==> config.mk <==
export PLATFORM = sky130hd
export DESIGN_NAME = line_follower_drive_controller_core_flat
export DESIGN_NICKNAME = d
export VERILOG_FILES = /design/src/hw/rtl/lfdc_pkg.sv /design/src/hw/rtl/lfdc_in_if.sv /design/src/hw/rtl/lfdc_out_if.sv /design/src/hw/rtl/line_follower_drive_controller_core.sv /design/src/hw/rtl/lfdc_front.sv /design/src/hw/rtl/lfdc_queue.sv /design/src/hw/rtl/lfdc_back.sv /design/src/flat_wrapper.sv
export SDC_FILE = /design/constraint.sdc
export NUM_CORES = 1
export LEC_CHECK = 0
export BUFFER_PORTS_ARGS = -buffer_cell sky130_fd_sc_hd__buf_2
export CORE_ASPECT_RATIO = 1.25
export CORE_UTILIZATION = 57
export CTS_CLUSTER_DIAMETER = 80
export DETAILED_ROUTE_END_ITERATION = 6
export MAX_ROUTING_LAYER = met4
export PLACE_DENSITY = 0.82
export REMOVE_ABC_BUFFERS = 1
export SLEW_MARGIN = 10
export SYNTH_ARGS = -nofsm -noshare
export SYNTH_HDL_FRONTEND = slang
export SYNTH_SLANG_ARGS = --single-unit
==> constraint.sdc <==
create_clock -name i_clk -period 5.08 [get_ports i_clk]
set_input_delay 1.016 -clock i_clk [delete_from_list [all_inputs] [get_ports i_clk]]
set_output_delay 1.016 -clock i_clk [all_outputs]
set_load 0.05 [all_outputs]
==> src/hw/rtl/lfdc_pkg.sv <==
`default_nettype none

package lfdc_pkg;

    // drive command codes
    localparam logic [2:0] CMD_STOP  = 3'd0;
    localparam logic [2:0] CMD_RUN   = 3'd1;
    localparam logic [2:0] CMD_RIGHT = 3'd2;
    localparam logic [2:0] CMD_LEFT  = 3'd3;
    localparam logic [2:0] CMD_HOLD  = 3'd4;

    // sensor pattern classes, decided by the front end
    localparam logic [2:0] CLS_RUN_ST  = 3'd0;  // both outers black, no correction
    localparam logic [2:0] CLS_RUN_NR  = 3'd1;  // inner left white: nudge right
    localparam logic [2:0] CLS_RUN_NL  = 3'd2;  // inner right white: nudge left
    localparam logic [2:0] CLS_CROSS   = 3'd3;  // crossing
    localparam logic [2:0] CLS_START_R = 3'd4;  // outer right white alone
    localparam logic [2:0] CLS_START_L = 3'd5;  // outer left white alone
    localparam logic [2:0] CLS_NONE    = 3'd6;  // all outers white, inners black

    // configuration register indexes
    localparam logic [2:0] CFG_UPPER_SPEED   = 3'd0;
    localparam logic [2:0] CFG_LOWER_SPEED   = 3'd1;
    localparam logic [2:0] CFG_SPEED_STEP    = 3'd2;
    localparam logic [2:0] CFG_STOP_DISTANCE = 3'd3;
    localparam logic [2:0] CFG_CROSS_LIMIT   = 3'd4;

    localparam logic [7:0]  RST_UPPER_SPEED   = 8'd150;
    localparam logic [7:0]  RST_LOWER_SPEED   = 8'd80;
    localparam logic [7:0]  RST_SPEED_STEP    = 8'd4;
    localparam logic [10:0] RST_STOP_DISTANCE = 11'd8;
    localparam logic [3:0]  RST_CROSS_LIMIT   = 4'd6;
    localparam logic [7:0]  RST_WHEEL_SPEED   = 8'd120;
    localparam logic [3:0]  CROSS_MAX         = 4'd15;

    typedef struct packed {
        logic       stop;
        logic [2:0] cls;
        logic       il;
        logic       ir;
    } t_item;

    typedef struct packed {
        logic [7:0] upper_speed;
        logic [7:0] lower_speed;
        logic [7:0] speed_step;
        logic [3:0] cross_limit;
    } t_cfg;

    typedef struct packed {
        logic [7:0] l;
        logic [7:0] r;
    } t_speeds;

    function automatic logic [7:0] sat_add(input logic [7:0] a, input logic [7:0] b);
        logic [8:0] s;
        s = {1'b0, a} + {1'b0, b};
        return s[8] ? 8'hFF : s[7:0];
    endfunction

    function automatic logic [7:0] sat_sub(input logic [7:0] a, input logic [7:0] b);
        return (a > b) ? (a - b) : 8'd0;
    endfunction

    // to_right: left rises, right falls; otherwise the mirror
    function automatic t_speeds nudge(input t_speeds s, input logic to_right, input t_cfg c);
        t_speeds n;
        n = s;
        if (to_right) begin
            if (s.r > c.lower_speed) n.r = sat_sub(s.r, c.speed_step);
            if (s.l < c.upper_speed) n.l = sat_add(s.l, c.speed_step);
        end else begin
            if (s.r < c.upper_speed) n.r = sat_add(s.r, c.speed_step);
            if (s.l > c.lower_speed) n.l = sat_sub(s.l, c.speed_step);
        end
        return n;
    endfunction

endpackage

`default_nettype wire

==> src/hw/rtl/lfdc_in_if.sv <==
`default_nettype none

interface lfdc_in_if;
    logic        valid;
    logic        ready;
    logic        outer_left_white;
    logic        inner_left_white;
    logic        inner_right_white;
    logic        outer_right_white;
    logic [10:0] distance_cm;

    modport source (
        output valid, outer_left_white, inner_left_white, inner_right_white,
               outer_right_white, distance_cm,
        input  ready
    );
    modport sink (
        input  valid, outer_left_white, inner_left_white, inner_right_white,
               outer_right_white, distance_cm,
        output ready
    );
endinterface

`default_nettype wire

==> src/hw/rtl/lfdc_out_if.sv <==
`default_nettype none

interface lfdc_out_if;
    logic       valid;
    logic       ready;
    logic [2:0] drive_cmd;
    logic [7:0] left_speed;
    logic [7:0] right_speed;
    logic [3:0] crossings;

    modport source (
        output valid, drive_cmd, left_speed, right_speed, crossings,
        input  ready
    );
    modport sink (
        input  valid, drive_cmd, left_speed, right_speed, crossings,
        output ready
    );
endinterface

`default_nettype wire

==> src/hw/rtl/line_follower_drive_controller_core.sv <==
// Path: a word accepted on the input is written into the queue, then popped by
//   the back end into its output register, from which it shows on the output channel.
// Throughput: one word per cycle while the output channel takes words; the back end updates its state as it pops each.
// Reset (synchronous, active low): queue and output empty, wheel speeds 120,
//   no turn, crossing count 0, configuration registers to their defaults.
`default_nettype none

module line_follower_drive_controller_core (
    input  wire logic        i_clk,
    input  wire logic        i_rst_n,
    input  wire logic        i_cfg_we,
    input  wire logic [2:0]  i_cfg_idx,
    input  wire logic [10:0] i_cfg_wdata,
    lfdc_in_if.sink          i_in,
    lfdc_out_if.source       o_out
);

    // Configuration registers; the user must write them only while the block is idle (not enforced here)
    logic [7:0]  r_upper_speed;
    logic [7:0]  r_lower_speed;
    logic [7:0]  r_speed_step;
    logic [10:0] r_stop_distance;
    logic [3:0]  r_cross_limit;

    lfdc_pkg::t_cfg  cfg;
    lfdc_pkg::t_item front_item, q_item;
    logic            front_push, q_ready, q_valid, back_pop;

    always_ff @(posedge i_clk) begin
        if (!i_rst_n) begin
            r_upper_speed   <= lfdc_pkg::RST_UPPER_SPEED;
            r_lower_speed   <= lfdc_pkg::RST_LOWER_SPEED;
            r_speed_step    <= lfdc_pkg::RST_SPEED_STEP;
            r_stop_distance <= lfdc_pkg::RST_STOP_DISTANCE;
            r_cross_limit   <= lfdc_pkg::RST_CROSS_LIMIT;
        end else if (i_cfg_we) begin
            unique case (i_cfg_idx)
                lfdc_pkg::CFG_UPPER_SPEED:   r_upper_speed   <= i_cfg_wdata[7:0];
                lfdc_pkg::CFG_LOWER_SPEED:   r_lower_speed   <= i_cfg_wdata[7:0];
                lfdc_pkg::CFG_SPEED_STEP:    r_speed_step    <= i_cfg_wdata[7:0];
                lfdc_pkg::CFG_STOP_DISTANCE: r_stop_distance <= i_cfg_wdata;
                lfdc_pkg::CFG_CROSS_LIMIT:   r_cross_limit   <= i_cfg_wdata[3:0];
                default: ;  // unmapped index, write dropped
            endcase
        end
    end

    assign cfg.upper_speed = r_upper_speed;
    assign cfg.lower_speed = r_lower_speed;
    assign cfg.speed_step  = r_speed_step;
    assign cfg.cross_limit = r_cross_limit;

    // Front end: stop test and sensor pattern, no dependence on drive state
    lfdc_front u_front (
        .i_in            (i_in),
        .i_stop_distance (r_stop_distance),
        .i_q_ready       (q_ready),
        .o_item          (front_item),
        .o_push          (front_push)
    );

    // Short queue so either side can stall alone
    lfdc_queue u_queue (
        .i_clk   (i_clk),
        .i_rst_n (i_rst_n),
        .i_push  (front_push),
        .i_item  (front_item),
        .o_ready (q_ready),
        .o_valid (q_valid),
        .o_item  (q_item),
        .i_pop   (back_pop)
    );

    // Back end: turns, crossings, wheel speeds; output register doubles as skid
    lfdc_back u_back (
        .i_clk   (i_clk),
        .i_rst_n (i_rst_n),
        .i_valid (q_valid),
        .i_item  (q_item),
        .o_pop   (back_pop),
        .i_cfg   (cfg),
        .o_out   (o_out)
    );

endmodule

`default_nettype wire

==> src/hw/rtl/lfdc_front.sv <==
`default_nettype none

// Classifies each sensor word; state-free, and waits only when the queue is full.
module lfdc_front (
    lfdc_in_if.sink            i_in,
    input  wire logic [10:0]   i_stop_distance,
    input  wire logic          i_q_ready,
    output lfdc_pkg::t_item    o_item,
    output logic               o_push
);

    logic ol, il, ir, orr;

    assign ol  = i_in.outer_left_white;
    assign il  = i_in.inner_left_white;
    assign ir  = i_in.inner_right_white;
    assign orr = i_in.outer_right_white;

    assign i_in.ready = i_q_ready;
    assign o_push     = i_in.valid && i_q_ready;

    always_comb begin
        o_item.stop = (i_in.distance_cm <= i_stop_distance);
        o_item.il   = il;
        o_item.ir   = ir;
        if (!ol && !orr) begin
            if (il && !ir)      o_item.cls = lfdc_pkg::CLS_RUN_NR;
            else if (!il && ir) o_item.cls = lfdc_pkg::CLS_RUN_NL;
            else                o_item.cls = lfdc_pkg::CLS_RUN_ST;
        end else if (ol && orr && (il || ir)) begin
            o_item.cls = lfdc_pkg::CLS_CROSS;
        end else if (!ol && orr) begin
            o_item.cls = lfdc_pkg::CLS_START_R;
        end else if (ol && !orr) begin
            o_item.cls = lfdc_pkg::CLS_START_L;
        end else begin
            o_item.cls = lfdc_pkg::CLS_NONE;
        end
    end

endmodule

`default_nettype wire

==> src/hw/rtl/lfdc_queue.sv <==
`default_nettype none

// Two-entry queue between front and back end.
module lfdc_queue (
    input  wire logic             i_clk,
    input  wire logic             i_rst_n,
    input  wire logic             i_push,
    input  wire lfdc_pkg::t_item  i_item,
    output logic                  o_ready,
    output logic                  o_valid,
    output lfdc_pkg::t_item       o_item,
    input  wire logic             i_pop
);

    lfdc_pkg::t_item r_mem [2];
    logic            r_wr_ptr, r_rd_ptr;
    logic [1:0]      r_count, n_count;
    logic            push_ok, pop_ok;

    assign o_ready = (r_count != 2'd2);
    assign o_valid = (r_count != 2'd0);
    assign o_item  = r_mem[r_rd_ptr];
    assign push_ok = i_push && o_ready;
    assign pop_ok  = i_pop && o_valid;

    always_comb begin
        n_count = r_count;
        if (push_ok && !pop_ok)      n_count = r_count + 2'd1;
        else if (!push_ok && pop_ok) n_count = r_count - 2'd1;
    end

    always_ff @(posedge i_clk) begin
        if (!i_rst_n) begin
            r_wr_ptr <= 1'b0;
            r_rd_ptr <= 1'b0;
            r_count  <= 2'd0;
        end else begin
            if (push_ok) r_wr_ptr <= !r_wr_ptr;
            if (pop_ok)  r_rd_ptr <= !r_rd_ptr;
            r_count <= n_count;
        end
    end

    always_ff @(posedge i_clk) begin
        if (push_ok) r_mem[r_wr_ptr] <= i_item;
    end

    a_count_bound: assert property (@(posedge i_clk) disable iff (!i_rst_n)
        r_count != 2'd3)
        else $error("queue occupancy out of range");

    a_ptr_gap: assert property (@(posedge i_clk) disable iff (!i_rst_n)
        (r_count == 2'd1) |-> (r_wr_ptr != r_rd_ptr))
        else $error("queue pointers disagree with occupancy");

endmodule

`default_nettype wire

==> src/hw/rtl/lfdc_back.sv <==
`default_nettype none

// Executes classified words against the drive state; registered result.
module lfdc_back (
    input  wire logic             i_clk,
    input  wire logic             i_rst_n,
    input  wire logic             i_valid,
    input  wire lfdc_pkg::t_item  i_item,
    output logic                  o_pop,
    input  wire lfdc_pkg::t_cfg   i_cfg,
    lfdc_out_if.source            o_out
);

    lfdc_pkg::t_speeds r_sp, n_sp;
    logic              r_lt, n_lt, r_rt, n_rt;
    logic              r_irs, n_irs, r_ils, n_ils;
    logic [3:0]        r_cross, n_cross;
    logic              r_valid;
    logic [2:0]        r_cmd, n_cmd;
    logic [7:0]        r_ls, n_ls, r_rs, n_rs;
    logic [3:0]        r_cnt_out;
    lfdc_pkg::t_speeds sp_a;

    assign o_pop = i_valid && (!r_valid || o_out.ready);

    always_comb begin
        n_sp    = r_sp;
        n_lt    = r_lt;
        n_rt    = r_rt;
        n_irs   = r_irs;
        n_ils   = r_ils;
        n_cross = r_cross;
        n_cmd   = lfdc_pkg::CMD_HOLD;
        n_ls    = 8'd0;
        n_rs    = 8'd0;
        sp_a    = r_sp;
        if (i_item.stop) begin
            n_cmd = lfdc_pkg::CMD_STOP;
        end else if (r_cross >= i_cfg.cross_limit) begin
            n_cmd = lfdc_pkg::CMD_RIGHT;
            n_ls  = i_cfg.upper_speed;
            n_rs  = i_cfg.upper_speed;
        end else if (!r_lt && !r_rt) begin
            case (i_item.cls)
                lfdc_pkg::CLS_RUN_NR, lfdc_pkg::CLS_RUN_NL, lfdc_pkg::CLS_RUN_ST: begin
                    if (i_item.cls == lfdc_pkg::CLS_RUN_NR)
                        n_sp = lfdc_pkg::nudge(r_sp, 1'b1, i_cfg);
                    else if (i_item.cls == lfdc_pkg::CLS_RUN_NL)
                        n_sp = lfdc_pkg::nudge(r_sp, 1'b0, i_cfg);
                    n_cmd = lfdc_pkg::CMD_RUN;
                    n_ls  = n_sp.l;
                    n_rs  = n_sp.r;
                end
                lfdc_pkg::CLS_CROSS: begin
                    if (r_cross != lfdc_pkg::CROSS_MAX) n_cross = r_cross + 4'd1;
                end
                lfdc_pkg::CLS_START_R: begin
                    n_cmd = lfdc_pkg::CMD_RIGHT;
                    n_ls  = i_cfg.lower_speed;
                    n_rs  = i_cfg.lower_speed;
                    n_rt  = 1'b1;
                    n_ils = 1'b0;
                end
                lfdc_pkg::CLS_START_L: begin
                    n_cmd = lfdc_pkg::CMD_LEFT;
                    n_ls  = i_cfg.lower_speed;
                    n_rs  = i_cfg.lower_speed;
                    n_lt  = 1'b1;
                    n_irs = 1'b0;
                end
                default: ;
            endcase
        end else begin
            // left turn first, right turn second, speeds chained between them
            if (r_lt && i_item.ir && !r_irs) begin
                n_irs = 1'b1;
            end else if (r_lt && !i_item.ir && r_irs) begin
                n_irs = 1'b0;
                n_lt  = 1'b0;
                sp_a  = lfdc_pkg::nudge(r_sp, 1'b0, i_cfg);
                n_cmd = lfdc_pkg::CMD_RUN;
                n_ls  = (sp_a.r > sp_a.l) ? sp_a.l : sp_a.r;
                n_rs  = n_ls;
            end
            n_sp = sp_a;
            if (r_rt && i_item.il && !r_ils) begin
                n_ils = 1'b1;
            end else if (r_rt && !i_item.il && r_ils) begin
                n_ils = 1'b0;
                n_rt  = 1'b0;
                n_sp  = lfdc_pkg::nudge(sp_a, 1'b1, i_cfg);
                n_cmd = lfdc_pkg::CMD_RUN;
                n_ls  = (n_sp.r > n_sp.l) ? n_sp.l : n_sp.r;
                n_rs  = n_ls;
            end
        end
    end

    always_ff @(posedge i_clk) begin
        if (!i_rst_n) begin
            r_sp    <= '{l: lfdc_pkg::RST_WHEEL_SPEED, r: lfdc_pkg::RST_WHEEL_SPEED};
            r_lt    <= 1'b0;
            r_rt    <= 1'b0;
            r_irs   <= 1'b0;
            r_ils   <= 1'b0;
            r_cross <= 4'd0;
            r_valid <= 1'b0;
        end else begin
            if (o_pop) begin
                r_sp    <= n_sp;
                r_lt    <= n_lt;
                r_rt    <= n_rt;
                r_irs   <= n_irs;
                r_ils   <= n_ils;
                r_cross <= n_cross;
                r_valid <= 1'b1;
            end else if (o_out.ready) begin
                r_valid <= 1'b0;
            end
        end
    end

    always_ff @(posedge i_clk) begin
        if (o_pop) begin
            r_cmd     <= n_cmd;
            r_ls      <= n_ls;
            r_rs      <= n_rs;
            r_cnt_out <= n_cross;
        end
    end

    assign o_out.valid       = r_valid;
    assign o_out.drive_cmd   = r_cmd;
    assign o_out.left_speed  = r_ls;
    assign o_out.right_speed = r_rs;
    assign o_out.crossings   = r_cnt_out;

    a_one_turn: assert property (@(posedge i_clk) disable iff (!i_rst_n)
        !(r_lt && r_rt))
        else $error("left and right turn both active");

    a_cross_sat: assert property (@(posedge i_clk) disable iff (!i_rst_n)
        (r_cross == lfdc_pkg::CROSS_MAX) |=> (r_cross == lfdc_pkg::CROSS_MAX))
        else $error("crossing count left saturation");

    a_stop_zero: assert property (@(posedge i_clk) disable iff (!i_rst_n)
        (r_valid && (r_cmd == lfdc_pkg::CMD_STOP || r_cmd == lfdc_pkg::CMD_HOLD))
            |-> (r_ls == 8'd0 && r_rs == 8'd0))
        else $error("stop or hold word carries a speed");

    a_seen_needs_turn: assert property (@(posedge i_clk) disable iff (!i_rst_n)
        (r_irs |-> r_lt) and (r_ils |-> r_rt))
        else $error("inner sensor mark set outside a turn");

endmodule

`default_nettype wire
==> src/flat_wrapper.sv <==
// flat-port wrapper written by rule: the top's interface ports become plain ports
module line_follower_drive_controller_core_flat 
  (i_clk, i_rst_n, i_cfg_we, i_cfg_idx, i_cfg_wdata, i_in_valid, i_in_outer_left_white, i_in_inner_left_white, i_in_inner_right_white, i_in_outer_right_white, i_in_distance_cm, i_in_ready, o_out_valid, o_out_drive_cmd, o_out_left_speed, o_out_right_speed, o_out_crossings, o_out_ready);
  lfdc_in_if i_in_i ();
  lfdc_out_if o_out_i ();
  input  wire logic i_clk;
  input  wire logic i_rst_n;
  input  wire logic i_cfg_we;
  input  wire logic [2:0] i_cfg_idx;
  input  wire logic [10:0] i_cfg_wdata;
  input wire logic [$bits(i_in_i.valid)-1:0] i_in_valid;
  input wire logic [$bits(i_in_i.outer_left_white)-1:0] i_in_outer_left_white;
  input wire logic [$bits(i_in_i.inner_left_white)-1:0] i_in_inner_left_white;
  input wire logic [$bits(i_in_i.inner_right_white)-1:0] i_in_inner_right_white;
  input wire logic [$bits(i_in_i.outer_right_white)-1:0] i_in_outer_right_white;
  input wire logic [$bits(i_in_i.distance_cm)-1:0] i_in_distance_cm;
  output wire logic [$bits(i_in_i.ready)-1:0] i_in_ready;
  output wire logic [$bits(o_out_i.valid)-1:0] o_out_valid;
  output wire logic [$bits(o_out_i.drive_cmd)-1:0] o_out_drive_cmd;
  output wire logic [$bits(o_out_i.left_speed)-1:0] o_out_left_speed;
  output wire logic [$bits(o_out_i.right_speed)-1:0] o_out_right_speed;
  output wire logic [$bits(o_out_i.crossings)-1:0] o_out_crossings;
  input wire logic [$bits(o_out_i.ready)-1:0] o_out_ready;
  assign i_in_i.valid = i_in_valid;
  assign i_in_i.outer_left_white = i_in_outer_left_white;
  assign i_in_i.inner_left_white = i_in_inner_left_white;
  assign i_in_i.inner_right_white = i_in_inner_right_white;
  assign i_in_i.outer_right_white = i_in_outer_right_white;
  assign i_in_i.distance_cm = i_in_distance_cm;
  assign i_in_ready = i_in_i.ready;
  assign o_out_valid = o_out_i.valid;
  assign o_out_drive_cmd = o_out_i.drive_cmd;
  assign o_out_left_speed = o_out_i.left_speed;
  assign o_out_right_speed = o_out_i.right_speed;
  assign o_out_crossings = o_out_i.crossings;
  assign o_out_i.ready = o_out_ready;
  line_follower_drive_controller_core u_core (.i_clk(i_clk), .i_rst_n(i_rst_n), .i_cfg_we(i_cfg_we), .i_cfg_idx(i_cfg_idx), .i_cfg_wdata(i_cfg_wdata), .i_in(i_in_i), .o_out(o_out_i));
endmodule
==> results.cfg, run 1 <==
[yosys]
post-synth-top-area-cell = ha_1
yosys_most_used_dff = dfxtp_1
syn_inst = 1213
synth_seq_area_share = 0.243
synth_edf_count = 35
synthTopCellsByArea = ha_1 16%, dfxtp_1 14%, edfxtp_1 10%, nand2_1 4.9%, mux2i_1 3.7%
synth.most_common_cell = nand2_1
ys_seq_elements = 104
synth_top_family_by_area = compound AO/OA/AOI/OAI gates
syn_area_per_cell_sq_um = 8.26
yosys_warnings = 0
synth_xor_area_frac = 0.0288
synthAdderAreaFrac = 0.172
netlist_area_sq_um = 10000
synth-compound-area-share = 0.256
ys_async_sr_fraction = 0
synthDistinctLibCells = 89
yosys.area_share.simple = 0.197
netlist_top_cells_count = 132 x nand2_1, 128 x ha_1, 92 x inv_1
synth_top_area_frac = 0.160
synthMuxAreaShare = 0.0474

[outcome]
error_line = [ERROR GRT-0232] Routing congestion too high. Check the congestion heatmap in the GUI.
stop_stage = 5_1_grt
outcome = aborted with a tool error

[placed_design]
dpl.hpwl_mm = 31.4
place.gp.congestion = 1.16
portBuffers = 58

[timing]
crit_endpoint = u_core.u_back.o_out.left_speed[6]$_SDFFCE_PP0P_/D
endpoint_type = register input

[global_route]
grt_start_max_net_pins = 38
gr-usage-all-layers = 0.700
overflow = 55

[floorplan]
io-pin-count = 59
fp.dieH_microns = 150
die_w_microns = 121
rows = 53
initial_utilization = 0.590

[clock_tree]
clock-sinks = 104
cts_root_buffer = clkbuf_16
cts_buffers = 9
htreeDepth = 3
cts_max_path_buffers = 2
==> stage by stage <==
step / worst slack (ps) / std cells / area (sq um) / utilization
2_1_floorplan: -1360 / 1168 / 9810 / -
3_3_place_gp: -800 / 1700 / 12300 / 0.726
3_5_place_dp: -864 / 1700 / 12300 / 0.726
4_1_cts: -279 / 1794 / 14300 / 0.840
==> cell families after synthesis <==
logic type | Yosys count
DFF | 104
and+or+nand+nor | 395
xor gates and xnor gates | 33
buffers and inverters | 137
adders and majority gates | 134
muxes | 46
AOI/OAI and AO/OA | 364
==> routing by layer <==
layer  GRT usage  overflow
met2       0.900        31
met1       0.680         1
met4       0.690        22
met3       0.475         1
met5           -         -
==> what timing repair did <==
action / CTS
setup buffers: 78
endpoints found under the setup margin: 16
gates cloned: 1
hold buffers: 0
gates resized for setup: 226
pin swaps: 75
==> run 2: changes to the inputs <==
- CORE_ASPECT_RATIO: 1.25 -> default
- CORE_UTILIZATION: 57 -> 40
- CTS_CLUSTER_DIAMETER: 80 -> default
- MAX_ROUTING_LAYER: met4 -> default
- PLACE_DENSITY: 0.82 -> default
- PLACE_DENSITY_LB_ADDON: default -> 0.15
- clock period: 5.08 -> 6.6 ns (I/O delays scaled with it)
==> run 2 against run 1 <==
  * The run now ends clean
  * Area after synthesis unchanged
  * Synthesized cell count did not move
==> results.cfg, run 2 <==
[worst_setup_path]
worstPathMaxFanout = 6
slowest_stage = dfxtp_1
critical_path_class = flop to flop
required_ps = 6800
cp_common_cell = buf_4
critPathArrivalTime_ps = 6600
endpoint_kind = flop
critPathMaxStageDelay_ps = 520
cp-start-kind = flop

[clock_tree]
clock-sinks = 104
cts_buffers = 9
cts_hold_buf = 0
tritoncts = built
htreeDepth = 3
cts_root_buffer = clkbuf_16
cts_max_path_buffers = 2
clkLatencyLatePin_ps = 360
clkTransAtPathRegs_ps = 80

[power]
powerDensity_nw_per_um2 = 346
fin_total_pwr_mw = 4.11
power_leakage_nw = 5.04
max-vdd-ir-drop_mv = 0.315

[yosys]
netlist_top_cells_count = 132 x nand2_1, 128 x ha_1, 92 x inv_1
synth.most_common_cell = nand2_1
ys_seq_elements = 104
syn_inst = 1213
ys_async_sr_fraction = 0
syn_area_per_cell_sq_um = 8.26
synth_seq_area_share = 0.243
synthTopCellsByArea = ha_1 16%, dfxtp_1 14%, edfxtp_1 10%, nand2_1 4.9%, mux2i_1 3.7%
yosys_warnings = 0
netlist_area_sq_um = 10000
yosys_most_used_dff = dfxtp_1
post-synth-top-area-cell = ha_1
synth_top_area_frac = 0.160
synth_edf_count = 35
synthDistinctLibCells = 89

[timing]
period_needed_ps = 6400
fmax_mhz = 156
drv_slew = 0
finClkSkew_ps = 13.0
hold_viol_final = 0
worstMarginPinSlew_ps = 1120
fin_ws_ps = 199
max_slew_margin = 0.253
post-route-period-util = 0.970
setup_viol = 0

[drt]
wl_per_cell_microns = 23.9
vias_per_cell = 5.95
ant_nets = 0
dr_total_vias = 10054
drtIter0Drc = 1009
drt-total-wl_mm = 40.4
firstDrtPassIters = 5
drc = 0

[floorplan]
fp.dieH_microns = 160
rows = 57
die-area_sq_um = 25700
io-pin-count = 59
die_w_microns = 160
coreArea_sq_um = 24500
initial_utilization = 0.410

[placed_design]
preCtsSetupSlack_ps = -19.3
dpl.hpwl_mm = 33.0
place.gp.congestion = 1.01
portBuffers = 58

[layout]
final_cell_mix = 132 x nand2_1, 122 x ha_1, 122 x buf_4
drive_above_1_share = 0.207
diodes = 0
area_growth_pct = 18.7
largest_register_ffs = 16
final_common_cell = nand2_1
nets = 1529
reg_top3 = u_core.u_back.r_sp: 16 flops, u_core.u_queue.r_mem: 12 flops, u_core.r_stop_distance: 11 flops
top_register = u_core.u_back.r_sp

[global_route]
grt_start_max_net_pins = 41
grt_antenna_before_repair = 0
gr-usage-all-layers = 0.313
grt_pass1_vias = 9379
grt_pass1_wl_mm = 59.6
overflow = 0

[outcome]
outcome = finished, final reports clean

[worst_hold_path]
hp-class = flop to flop

[flow_run]
drv_cap = 0
## run 2: cell counts after synthesis
Identical to the previous run, type by type.
## run 2: metal layers
metal / global-route usage / up-vias / routed length, microns
li1: - / 4755 / -
met1: 0.453 / 4729 / 18400
met2: 0.475 / 475 / 16900
met3: 0.0416 / 95 / 3540
met4: 0.101 / 0 / 1580
met5: 0 / - / 0
## run 2: stage by stage
step	std cells	hold slack, ps	area, sq um	util	setup TNS [ps]
floorplan	1168	443	9810	-	0
global placement	1666	451	11400	0.466	0
detailed placement	1666	458	11400	0.466	-19.3
CTS	1682	470	11700	0.478	0
global route	1690	495	11900	0.486	-11.1
finish	1690	466	11900	0.486	0
## run 2: critical path: cells and delay by family (launching register included)
kind,cells,cell delay [ps]
AOI/OAI and AO/OA,9,1840
and+or+nand+nor,6,1360
adders and majority gates,3,950
buffers and inverters,5,850
DFF,1,520
muxes,1,380
xor gates and xnor gates,1,330
## run 2: report_power, final
group	switching (mW)	internal, mW	total, mW
Sequential	0.0982	0.816	0.914
Clock	0.289	0.272	0.561
Combinational	1.70	0.939	2.64
Total	2.09	2.03	4.11
## run 2: what timing repair did
action,4_1_cts,5_1_grt
gates resized for setup,2,37
pin swaps,0,1
endpoints found under the hold margin,0,0
buffers inserted,0,7
setup endpoints to repair,4,16
gates cloned,0,1
## run 2: final cells by class
class	instances	area, sq um
Multi-Input combinational cell	973	7170
Clock inverter	6	57.6
Inverter	92	349
Fill cell	2438	12600
Tap cell	324	405
Sequential cell	104	2450
Clock buffer	10	233
Timing Repair Buffer	181	1230
## run 2: cell families after synthesis
kind of cell	synth area share
AOI/OAI and AO/OA	0.256
adders and majority gates	0.172
muxes	0.0474
buffers and inverters	0.0558
xor gates and xnor gates	0.0288
DFF	0.243
and+or+nand+nor	0.197
## run 2: worst paths after layout
kind	from	end	slack [ps]	cells after the start
setup / recovery	u_core.u_back.r_sp[5]	u_core.u_back.o_out.right_speed[1]	200	25
hold / removal	u_core.r_stop_distance[8]	u_core.r_stop_distance[8]	470	2
setup reg to reg	u_core.u_back.r_sp[5]	u_core.u_back.o_out.right_speed[1]	200	25
hold reg to reg	u_core.r_stop_distance[8]	u_core.r_stop_distance[8]	470	2
No activity file was read; power rests on OpenSTA's default activity.
